===== config.mk =====
export PLATFORM = sky130hd
export DESIGN_NAME = periodic_timer_scheduler_top
export DESIGN_NICKNAME = d
export VERILOG_FILES = /design/src/sv/pts_pkg.sv /design/src/sv/periodic_timer_scheduler_top.sv
export SDC_FILE = /design/constraint.sdc
export NUM_CORES = 2
export LEC_CHECK = 0
export CAP_MARGIN = 20
export CORE_MARGIN = 10
export CORE_UTILIZATION = 63
export DETAILED_ROUTE_END_ITERATION = 6
export DONT_BUFFER_PORTS = 1
export HOLD_SLACK_MARGIN = 0.08
export PLACE_DENSITY = 0.79
export SETUP_SLACK_MARGIN = 0.15
export SYNTH_ARGS = -nofsm -noshare
export SYNTH_HDL_FRONTEND = slang
export SYNTH_SLANG_ARGS = --single-unit
export TNS_END_PERCENT = 100

===== constraint.sdc =====
create_clock -name clk -period 17.4 [get_ports clk]
set_input_delay 0 -clock clk [delete_from_list [all_inputs] [get_ports clk]]
set_output_delay 0 -clock clk [all_outputs]
set_load 0.01 [all_outputs]

===== src/sv/pts_pkg.sv =====
// Shared types and codes for the periodic timer scheduler.
// Used by periodic_timer_scheduler_top; depends on nothing else.
`default_nettype none

package pts_pkg;

  // Default sizes of the timer table.
  localparam int unsigned TIMER_SLOTS_DEF = 16;
  localparam int unsigned HANDLE_BITS_DEF = 16;

  // Request codes.
  localparam logic [1:0] REQ_CREATE  = 2'd0;
  localparam logic [1:0] REQ_DESTROY = 2'd1;
  localparam logic [1:0] REQ_REMOVE  = 2'd2;
  localparam logic [1:0] REQ_POLL    = 2'd3;

  // Response status codes.
  localparam logic [2:0] ST_DONE    = 3'd0;
  localparam logic [2:0] ST_IGNORED = 3'd1;
  localparam logic [2:0] ST_FULL    = 3'd2;
  localparam logic [2:0] ST_FIRED   = 3'd3;
  localparam logic [2:0] ST_EMPTY   = 3'd4;
  localparam logic [2:0] ST_WAITING = 3'd5;

  // One request transaction.
  typedef struct packed {
    logic [1:0]  req_type;
    logic [15:0] owner_handle;
    logic [31:0] timer_id;
    logic [31:0] period;
    logic [31:0] callback_tag;
    logic [31:0] now_tick;
  } req_t;

  // One response transaction.
  typedef struct packed {
    logic [2:0]  status;
    logic [15:0] fired_handle;
    logic [31:0] fired_id;
    logic [31:0] fired_tag;
    logic [31:0] fired_period;
    logic [31:0] ticks_left;
  } rsp_t;

endpackage

`default_nettype wire


===== src/sv/periodic_timer_scheduler_top.sv =====
// Periodic timer scheduler: a table of periodic timers with create, destroy,
// remove-by-handle and poll requests. Depends on pts_pkg.
// A request is captured, the scan reads the timer memory one slot per cycle into the
// compare stage, and the update step then loads the response register once it is free;
// a create with period zero skips the scan. A new request is taken only after the
// update step, once the block is back in idle.
// Reset clears the slot valid bits and the order counter at once; the timer memory
// itself is not cleared, and a new request may be accepted while a response waits.
`default_nettype none

module periodic_timer_scheduler_top #(
  parameter int unsigned TIMER_SLOTS = pts_pkg::TIMER_SLOTS_DEF,
  parameter int unsigned HANDLE_BITS = pts_pkg::HANDLE_BITS_DEF
) (
  input  wire logic          clk,
  input  wire logic          rst,
  input  wire logic          req_valid,
  output logic               req_ready,
  input  wire pts_pkg::req_t req,
  output logic               rsp_valid,
  input  wire logic          rsp_ready,
  output pts_pkg::rsp_t      rsp
);
  import pts_pkg::*;

  localparam int unsigned AW = (TIMER_SLOTS > 1) ? $clog2(TIMER_SLOTS) : 1;

  // One stored timer.
  typedef struct packed {
    logic [HANDLE_BITS-1:0] handle;
    logic [31:0]            id;
    logic [31:0]            period;
    logic [31:0]            tag;
    logic [31:0]            due;
    logic [31:0]            order;
  } entry_t;

  typedef enum logic [2:0] {
    S_IDLE  = 3'b001,
    S_SCAN  = 3'b010,
    S_WRITE = 3'b100
  } state_t;

  state_t                 state;
  req_t                   req_q;
  logic [TIMER_SLOTS-1:0] slot_valid;
  logic [31:0]            order_counter;

  // Scan pipeline: read address issue, and the compare stage in the cycle after.
  logic [AW-1:0] rd_addr;
  logic          issue_done;
  logic          issuing;
  logic          cmp_vld;
  logic [AW-1:0] cmp_idx;
  entry_t        rd_data;

  // Scan results.
  logic          match_found;
  logic [AW-1:0] match_idx;
  logic          free_found;
  logic [AW-1:0] free_idx;
  logic          best_found;
  logic [AW-1:0] best_idx;
  entry_t        best_entry;
  logic [31:0]   best_age;

  // Timer memory.
  entry_t mem [TIMER_SLOTS];
  logic          wr_en;
  logic [AW-1:0] wr_addr;
  entry_t        wr_data;

  logic [63:0]            req_handle_wide;
  logic [HANDLE_BITS-1:0] key_handle;
  logic [63:0]            best_handle_wide;
  logic                   cmp_slot_valid;
  logic                   handle_hit;
  logic                   key_hit;
  logic [31:0]            cand_age;
  logic                   take_best;
  logic                   out_free;
  logic                   commit;
  logic                   period_zero;

  // Update-step arithmetic.
  logic [31:0] due_base;
  logic [31:0] due_sum;
  logic [31:0] left;
  logic        is_due;

  // Update-step decisions.
  rsp_t          rsp_next;
  logic          valid_set;
  logic          valid_clr;
  logic [AW-1:0] valid_idx;
  logic          order_inc;

  // Key formed the same way it is stored.
  assign req_handle_wide = {48'd0, req_q.owner_handle};
  assign key_handle      = req_handle_wide[HANDLE_BITS-1:0];
  assign best_handle_wide = 64'(best_entry.handle);

  assign req_ready   = (state == S_IDLE);
  assign issuing     = (state == S_SCAN) && !issue_done;
  assign out_free    = !rsp_valid || rsp_ready;
  assign commit      = (state == S_WRITE) && out_free;
  assign period_zero = (req_q.req_type == REQ_CREATE) && (req_q.period == 32'd0);

  // Compare stage: one slot per cycle.
  assign cmp_slot_valid = slot_valid[cmp_idx];
  assign handle_hit     = cmp_slot_valid && (rd_data.handle == key_handle);
  assign key_hit        = handle_hit && (rd_data.id == req_q.timer_id);
  assign cand_age       = order_counter - rd_data.order;
  assign take_best      = cmp_slot_valid &&
                          (!best_found || (rd_data.due < best_entry.due) ||
                           ((rd_data.due == best_entry.due) && (cand_age > best_age)));

  // Poll arithmetic on the chosen timer.
  assign due_base = (best_entry.due == 32'd0) ? req_q.now_tick : best_entry.due;
  assign due_sum  = due_base + best_entry.period;
  assign left     = best_entry.due - req_q.now_tick;
  assign is_due   = (best_entry.due <= req_q.now_tick);

  // Update step: response, memory write and valid bit change.
  always_comb begin
    rsp_next  = '0;
    wr_en     = 1'b0;
    wr_addr   = best_idx;
    wr_data   = best_entry;
    valid_set = 1'b0;
    valid_clr = 1'b0;
    valid_idx = match_idx;
    order_inc = 1'b0;
    rsp_next.status = ST_DONE;
    unique case (req_q.req_type)
      REQ_CREATE: begin
        if (period_zero) begin
          rsp_next.status = ST_IGNORED;
        end else if (!match_found && !free_found) begin
          rsp_next.status = ST_FULL;
        end else begin
          wr_en          = commit;
          wr_addr        = match_found ? match_idx : free_idx;
          wr_data.handle = key_handle;
          wr_data.id     = req_q.timer_id;
          wr_data.period = req_q.period;
          wr_data.tag    = req_q.callback_tag;
          wr_data.due    = 32'd0;
          wr_data.order  = order_counter;
          valid_set      = commit;
          valid_idx      = wr_addr;
          order_inc      = commit;
        end
      end
      REQ_DESTROY: begin
        valid_clr = commit && match_found;
      end
      REQ_REMOVE: begin
        rsp_next.status = ST_DONE;
      end
      REQ_POLL: begin
        if (!best_found) begin
          rsp_next.status = ST_EMPTY;
        end else if (is_due) begin
          rsp_next.status       = ST_FIRED;
          rsp_next.fired_handle = best_handle_wide[15:0];
          rsp_next.fired_id     = best_entry.id;
          rsp_next.fired_tag    = best_entry.tag;
          rsp_next.fired_period = best_entry.period;
          wr_en                 = commit;
          wr_data.due           = due_sum;
          wr_data.order         = order_counter;
          order_inc             = commit;
        end else begin
          rsp_next.status     = ST_WAITING;
          rsp_next.ticks_left = left;
        end
      end
      default: begin
        rsp_next.status = ST_DONE;
      end
    endcase
  end

  // Timer memory: one write port, one registered read port.
  always_ff @(posedge clk) begin
    if (wr_en) begin
      mem[wr_addr] <= wr_data;
    end
    rd_data <= mem[rd_addr];
  end

  // Sequencer and scan control.
  always_ff @(posedge clk) begin
    if (rst) begin
      state      <= S_IDLE;
      issue_done <= 1'b0;
      cmp_vld    <= 1'b0;
      rd_addr    <= '0;
    end else begin
      cmp_vld <= issuing;
      cmp_idx <= rd_addr;
      unique case (state)
        S_IDLE: begin
          if (req_valid) begin
            rd_addr    <= '0;
            issue_done <= 1'b0;
            if ((req.req_type == REQ_CREATE) && (req.period == 32'd0)) begin
              state <= S_WRITE;
            end else begin
              state <= S_SCAN;
            end
          end
        end
        S_SCAN: begin
          if (issuing) begin
            rd_addr <= rd_addr + AW'(1);
            if (rd_addr == AW'(TIMER_SLOTS - 1)) begin
              issue_done <= 1'b1;
            end
          end
          if (cmp_vld && (cmp_idx == AW'(TIMER_SLOTS - 1))) begin
            state <= S_WRITE;
          end
        end
        S_WRITE: begin
          if (out_free) begin
            state <= S_IDLE;
          end
        end
        default: begin
          state <= S_IDLE;
        end
      endcase
    end
  end

  // Request capture and scan results.
  always_ff @(posedge clk) begin
    if (req_valid && req_ready) begin
      req_q       <= req;
      match_found <= 1'b0;
      free_found  <= 1'b0;
      best_found  <= 1'b0;
    end else if (cmp_vld) begin
      if (key_hit && !match_found) begin
        match_found <= 1'b1;
        match_idx   <= cmp_idx;
      end
      if (!cmp_slot_valid && !free_found) begin
        free_found <= 1'b1;
        free_idx   <= cmp_idx;
      end
      if (take_best) begin
        best_found <= 1'b1;
        best_idx   <= cmp_idx;
        best_entry <= rd_data;
        best_age   <= cand_age;
      end
    end
  end

  // Valid bits and insertion order counter.
  always_ff @(posedge clk) begin
    if (rst) begin
      slot_valid    <= '0;
      order_counter <= '0;
    end else begin
      if (cmp_vld && (req_q.req_type == REQ_REMOVE) && handle_hit) begin
        slot_valid[cmp_idx] <= 1'b0;
      end
      if (valid_set) begin
        slot_valid[valid_idx] <= 1'b1;
      end else if (valid_clr) begin
        slot_valid[valid_idx] <= 1'b0;
      end
      if (order_inc) begin
        order_counter <= order_counter + 32'd1;
      end
    end
  end

  // Response register.
  always_ff @(posedge clk) begin
    if (rst) begin
      rsp_valid <= 1'b0;
    end else if (commit) begin
      rsp_valid <= 1'b1;
    end else if (rsp_ready) begin
      rsp_valid <= 1'b0;
    end
  end

  always_ff @(posedge clk) begin
    if (commit) begin
      rsp <= rsp_next;
    end
  end

  // A new response appears only from the update step.
  a_rsp_from_update: assert property (@(posedge clk) disable iff (rst)
    $rose(rsp_valid) |-> $past(state == S_WRITE))
    else $error("response raised outside the update step");

  // A fired timer always carries a nonzero period.
  a_fired_period: assert property (@(posedge clk) disable iff (rst)
    (rsp_valid && (rsp.status == ST_FIRED)) |-> (rsp.fired_period != 32'd0))
    else $error("fired timer with zero period");

  // Compare stage is active only while scanning.
  a_cmp_in_scan: assert property (@(posedge clk) disable iff (rst)
    cmp_vld |-> (state == S_SCAN))
    else $error("compare stage active outside scan");

  // Table full is reported only when every slot is in use.
  a_full_means_full: assert property (@(posedge clk) disable iff (rst)
    (commit && (req_q.req_type == REQ_CREATE) && !period_zero &&
     !match_found && !free_found) |-> (&slot_valid))
    else $error("table full reported with a free slot");

endmodule

`default_nettype wire

# Word-level counts from Yosys, hierarchy flattened
# Memories as Yosys holds them, arrays and structs flattened. A register that Yosys moved wholly into a read port is not among the register bits.
# Cells that the tools add are included.
# word_totals
latch_bits	0
mem_bits_ro	0
output_inout_bits	149
elab_cells	167
in_bits	150
mem_bits_rw	2816
regBits	578
memories	1
# op_classes
eq_ne	16
n_div	0
muxes	52
n_reduce_logical	45
add_sub_neg	5
order_cmp	7
n_shift	0
mul	0
n_bitwise	8
# memory_table
name	depth	word_bits	rd	rd_clocked_by_memory_dff	write_ports	line	text
mem	16	176	1	1	1	periodic_timer_scheduler_top.sv:68	entry_t mem [TIMER_SLOTS];
# op_table
operator	n
two-way mux 176 bit	2
two-way mux 64 bit	2
one-hot mux 64 bit (2 select lines)	1
two-way mux 112 bit	1
zero test 32 bit	3
== test 32 bit	2
two-way mux 16 bit	4
subtractor 32 bit	2
two-way mux 4 bit	9
adder 32 x 1 -> 32 bit (second input constant)	1
adder 32 bit	1
AND 16 bit	2
greater-than comparator 32 bit	1
less-or-equal comparator 32 bit	1
< comparator 32 bit	1
two-way mux 32 bit	1
NOT 16 bit	2
logical AND 1 bit	18
two-way mux 3 bit	6
AND reduction 3 bit	6
== test 16 bit	1
two-way mux 1 bit	16
bitwise OR 16 bit	1
< comparator 4 x 5 -> 1 bit (second input constant)	2
25 further kinds	47

# Longest topological paths before layout
# depth
word_depth	13
ltp_mapped	23
mapped_depth_nobuf	23

# Worst setup path after synthesis
# Ideal clock, no wire load.
# synth_timing
path_kind	register to register
start	register order_counter[1]
end	register best_age[0] (enable)
n_path_buf	0
setup_ns	0.874
period_less_slack_ns	15.096
path_stages_with_launch	18
arrival_ns	14.222
slack_ns	2.304
t_required_ns	16.526
cell_sequence	dfxtp_1 -> ha_1 -> nor2b_1 -> o31a_1 -> o31a_1 -> nor3_1 -> a21oi_1 -> a311o_1 -> a21oi_1 -> o21bai_1 -> a21oi_1 -> xnor2_1 -> ha_1 -> nand4_1 -> nor2_1 -> a31o_2 -> or4_1 -> o221ai_1
# synth_between
elab_chain_cells	6
# synth_rtl
item	line	text
from (decl)	periodic_timer_scheduler_top.sv:47	logic [31:0] order_counter;
from (signal assigned)	periodic_timer_scheduler_top.sv:278	order_counter <= order_counter + 32'd1;
subtractor 32 bit	periodic_timer_scheduler_top.sv:113	assign cand_age = order_counter - rd_data.order;
via cand_age[25]	periodic_timer_scheduler_top.sv:79	logic [31:0] cand_age;
greater-than comparator 32 bit	periodic_timer_scheduler_top.sv:116	((rd_data.due == best_entry.due) && (cand_age > best_age)));
logical AND 1 bit	periodic_timer_scheduler_top.sv:116	
logical OR 1 bit	periodic_timer_scheduler_top.sv:115	(!best_found || (rd_data.due < best_entry.due) ||
logical AND 1 bit	periodic_timer_scheduler_top.sv:114	assign take_best = cmp_slot_valid &&
AND reduction 3 bit (no source line)	n/a	
to (signal assigned)	periodic_timer_scheduler_top.sv:258	best_age <= cand_age;
to (decl)	periodic_timer_scheduler_top.sv:65	logic [31:0] best_age;
# The timed path passes the listed nets, and every way through them passes these cells.
# A chain may end at the register's enable or synchronous reset.

# Worst setup path after layout
# layout_timing
start	register req_q[88] (netlist bit)
end	memory mem[15][88] (netlist bit) (enable)
# layout_between
elab_chain_cells	6
elab_cells_between_ends	8
cone_classes	mux: 6; reduce/logical: 2
# layout_rtl
item	line	text
from (decl)	periodic_timer_scheduler_top.sv:45	req_t req_q;
from (signal assigned)	periodic_timer_scheduler_top.sv:241	req_q <= req;
zero test 32 bit (*)	periodic_timer_scheduler_top.sv:107	assign period_zero = (req_q.req_type == REQ_CREATE) && (req_q.period == 32'd0);
logical AND 1 bit (*)	periodic_timer_scheduler_top.sv:107	
two-way mux 1 bit	periodic_timer_scheduler_top.sv:137	if (period_zero) begin
one-hot mux 1 bit (2 select lines)	periodic_timer_scheduler_top.sv:135	unique case (req_q.req_type)
two-way mux 1 bit	periodic_timer_scheduler_top.sv:187	if (wr_en) begin
two-way mux 1 bit (not written as such)	periodic_timer_scheduler_top.sv:188	mem[wr_addr] <= wr_data;
to (decl)	periodic_timer_scheduler_top.sv:68	
# Every way passes the cells marked *; elsewhere a longest branch is shown, timed or not.

==> metrics.cfg <==
[outcome]
status = finished, violations left
violations = design-rule violations

[logic_synthesis]
synth_top_flop_cell = edfxtp_1
ys_seq_area_share_pct = 76.02
syn_nets = 7031
avgSynthCellArea_sq_um = 20.54
ys_top_cells_by_area = edfxtp_1 (73%), mux4_2 (14%), dfxtp_1 (3.4%)
ys_warn_count = 0
syn_inst = 6714
synth_cell_types = 83
synth.largest_area_cell = edfxtp_1
synth_edf_count = 3333
yosysMostFrequentCell = edfxtp_1
synthArstFlopShare_pct = 0
syn_area_sq_um = 137900
synth_seq_cells = 3570
synthTopCellsByCount = edfxtp_1 (3333), mux4_2 (885), nand2_1 (491)
synth_top_area_share_pct = 72.58

[timing]
setup_ws_ns = 9.941
setup_violations = 0
slew_headroom_pct = 15.15
fin_setup_tns_ns = 0
post-route-period-util_pct = 42.87
finClkSkew_ns = 0.1202
finalCriticalPeriod_ns = 7.459
fmax_mhz = 134.1
hold_slack_ns = 0.1033
worst_pin_slew_ns = 1.273
hold_viol = 0
slew_viol_final = 0
rsz0062_at_grt = false

[clock_tree]
cts_buffers = 359
cts_tree = built
h-tree-depth = 5
clockBufferDepth = 4
cts_root_buf = clkbuf_16
cts_sinks = 3570
clock_latency_ns = 1.01
path_clk_slew_ns = 0.08
cts-resized-gates = 0

[power_and_ir_drop]
switching_share_pct = 20.83
p_leak_nw = 50.57
power.density_nw_per_um2 = 112.7
p_clk_share_pct = 44.7
pwr-share-seq_pct = 53.2
combinationalPowerShare_pct = 2.1
p_switching_mw = 3.673
p_int_mw = 13.96
peakVddDrop_mv = 0.1178

[cells_and_area]
multi_input_area_sq_um = 31520
fin_nets = 7538
final-seq-area_sq_um = 104800
area_growth_pct = 13.45
final_area_sq_um = 156400
drive_above_1_share_pct = 21.24
fillers = 11578

[placed_design]
dpl_cell_area_sq_um = 141700
numPortBuffers = 0
hpwlAfterDp_microns = 187100
place_ws_ns = 10.40
place.gp.congestion = 0.8487

[global_routing]
grt.overflow.total = 0
first_global_vias = 75200
antenna_found_initial = 34
track_usage_pct = 33.26
grt_pass1_wl_microns = 565200
grt_max_degree = 163

[detailed_routing]
drc = 1
wl_microns = 397100
wl_per_cell_microns = 38.30
drt-pass1-iter-count = 6
ant_nets = 0
drtIter0Drc = 12144
vias = 74303
routed_via_density = 7.166

[critical_path]
cpLargestDelayFamily = buffers and inverters
cp_max_fo = 57
critPathKind = flop to flop
path_buf_inv = 4
crit_top_cell = buf_4
crit_slowest_cell = buf_4
cp_cell_sequence = nor4_1 -> nand4_1 -> o22ai_1 -> or2_4 -> buf_4 -> a21oi_1 -> nor2_1 -> nand2_1 -> nor2_4 -> buf_4 -> buf_4 -> buf_4
critPathMaxStageDelay_ns = 0.94
cp.arrival_ns = 8.03
start_kind = flop
cp.required_ns = 17.97
end_kind = flop

[floorplanning]
dieHeight_microns = 487.9
die-area_sq_um = 238000
initial_core_util_pct = 63.44
core_area_sq_um = 217400
row_count = 171
io_pins = 299
die_width_microns = 487.9

[hold_path]
hp-class = primary input to flop

[flow_run]
drv_cap = 0

power by group through the flow:
stage / clock network (mW) / registers [mW] / logic [mW]
6_report: 7.89 / 9.38 / 0.363
5_1_grt: 8.18 / 9.38 / 0.381
4_1_cts: 7.82 / 9.38 / 0.345
3_5_place_dp: 0 / 9.56 / 0.273
3_3_place_gp: 0 / 9.56 / 0.264
2_1_floorplan: 0 / 9.55 / 0.188
registers in the layout (all words and copies together) (netlist names), 3 cells and up:
signal	cells
best_idx	4
req_q	130
order_counter	32
state	3
cmp_idx	4
best_entry	176
key_handle	16
rd_addr	4
best_age	32
slot_valid	16
match_idx	4
mem	2816
rd_data	176
free_idx	4
rsp	147
final timing paths:
check | from | end | slack, ns | cells after the start
setup reg to reg | req_q[88] | mem[15][88] | 9.94 | 12
hold / removal | rst | order_counter[29] | 0.10 | 3
hold reg to reg | rd_data[100] | best_entry[100] | 0.40 | 0
setup / recovery | req_q[88] | mem[15][88] | 9.94 | 12
cells by family after synthesis:
group           synth area share [%]
simple gates                   3.579
flops                          76.02
compound gates                 2.117
buf+inv                        1.277
mux                            14.50
xor+xnor                      0.9781
fa+ha+maj                      1.532
worst min-delay path, delay by kind of cell:
kind / cells / cell delay [ns]
and+or+nand+nor: 1 / 0.13
buffers and inverters: 2 / 0.82
metrics by stage:
| stage | power, mW | cells | utilization, % |
|---|---|---|---|
| floorplan | 9.739 | 6714 | - |
| global placement | 9.824 | 9397 | 65.14 |
| detailed placement | 9.835 | 9399 | 65.16 |
| CTS | 17.54 | 10340 | 71.86 |
| global route | 17.94 | 10360 | 71.96 |
| finish | 17.63 | 10369 | 71.97 |
cell usage in the layout (no fill, tap or decap), drive strengths merged, types with 36 or more instances in the layout:
cell / n
xnor2: 82
a22o: 37
dfxtp: 237
nand3: 39
nor2: 147
inv: 180
clkinv: 128
o21ai: 91
a21o: 55
and2: 119
mux4: 885
a21oi: 110
clkbuf: 463
edfxtp: 3333
xor2: 72
bufinv: 36
nand2: 493
buf: 126
ha: 164
nand4: 53
dlygate4sd3: 299
final cells by class:
class                           instances  share of cell area [%]
Antenna cell                           14                 0.02239
Clock inverter                        180                   1.180
Clock buffer                          461                   6.196
Timing Repair Buffer                  427                   2.731
Tap cell                             2854                   2.283
Inverter                              174                  0.4271
Sequential cell                      3570                   67.02
Multi-Input combinational cell       2689                   20.14
per-layer routing:
metal	GRT usage, %	share of wire [%]	up-vias
li1	-	-	28291
met1	44.24	33	37674
met2	51.83	48	6973
met3	8.825	14	1327
met4	16.18	5.6	38
met5	0	0.066	-
timing repair:
action / in CTS / in global routing
hold endpoints to repair: 259 / 0
setup endpoints to repair: 0 / 0
buffers inserted: 0 / 0
hold buffers: 300 / 0
(Power assumes the default switching activity.)
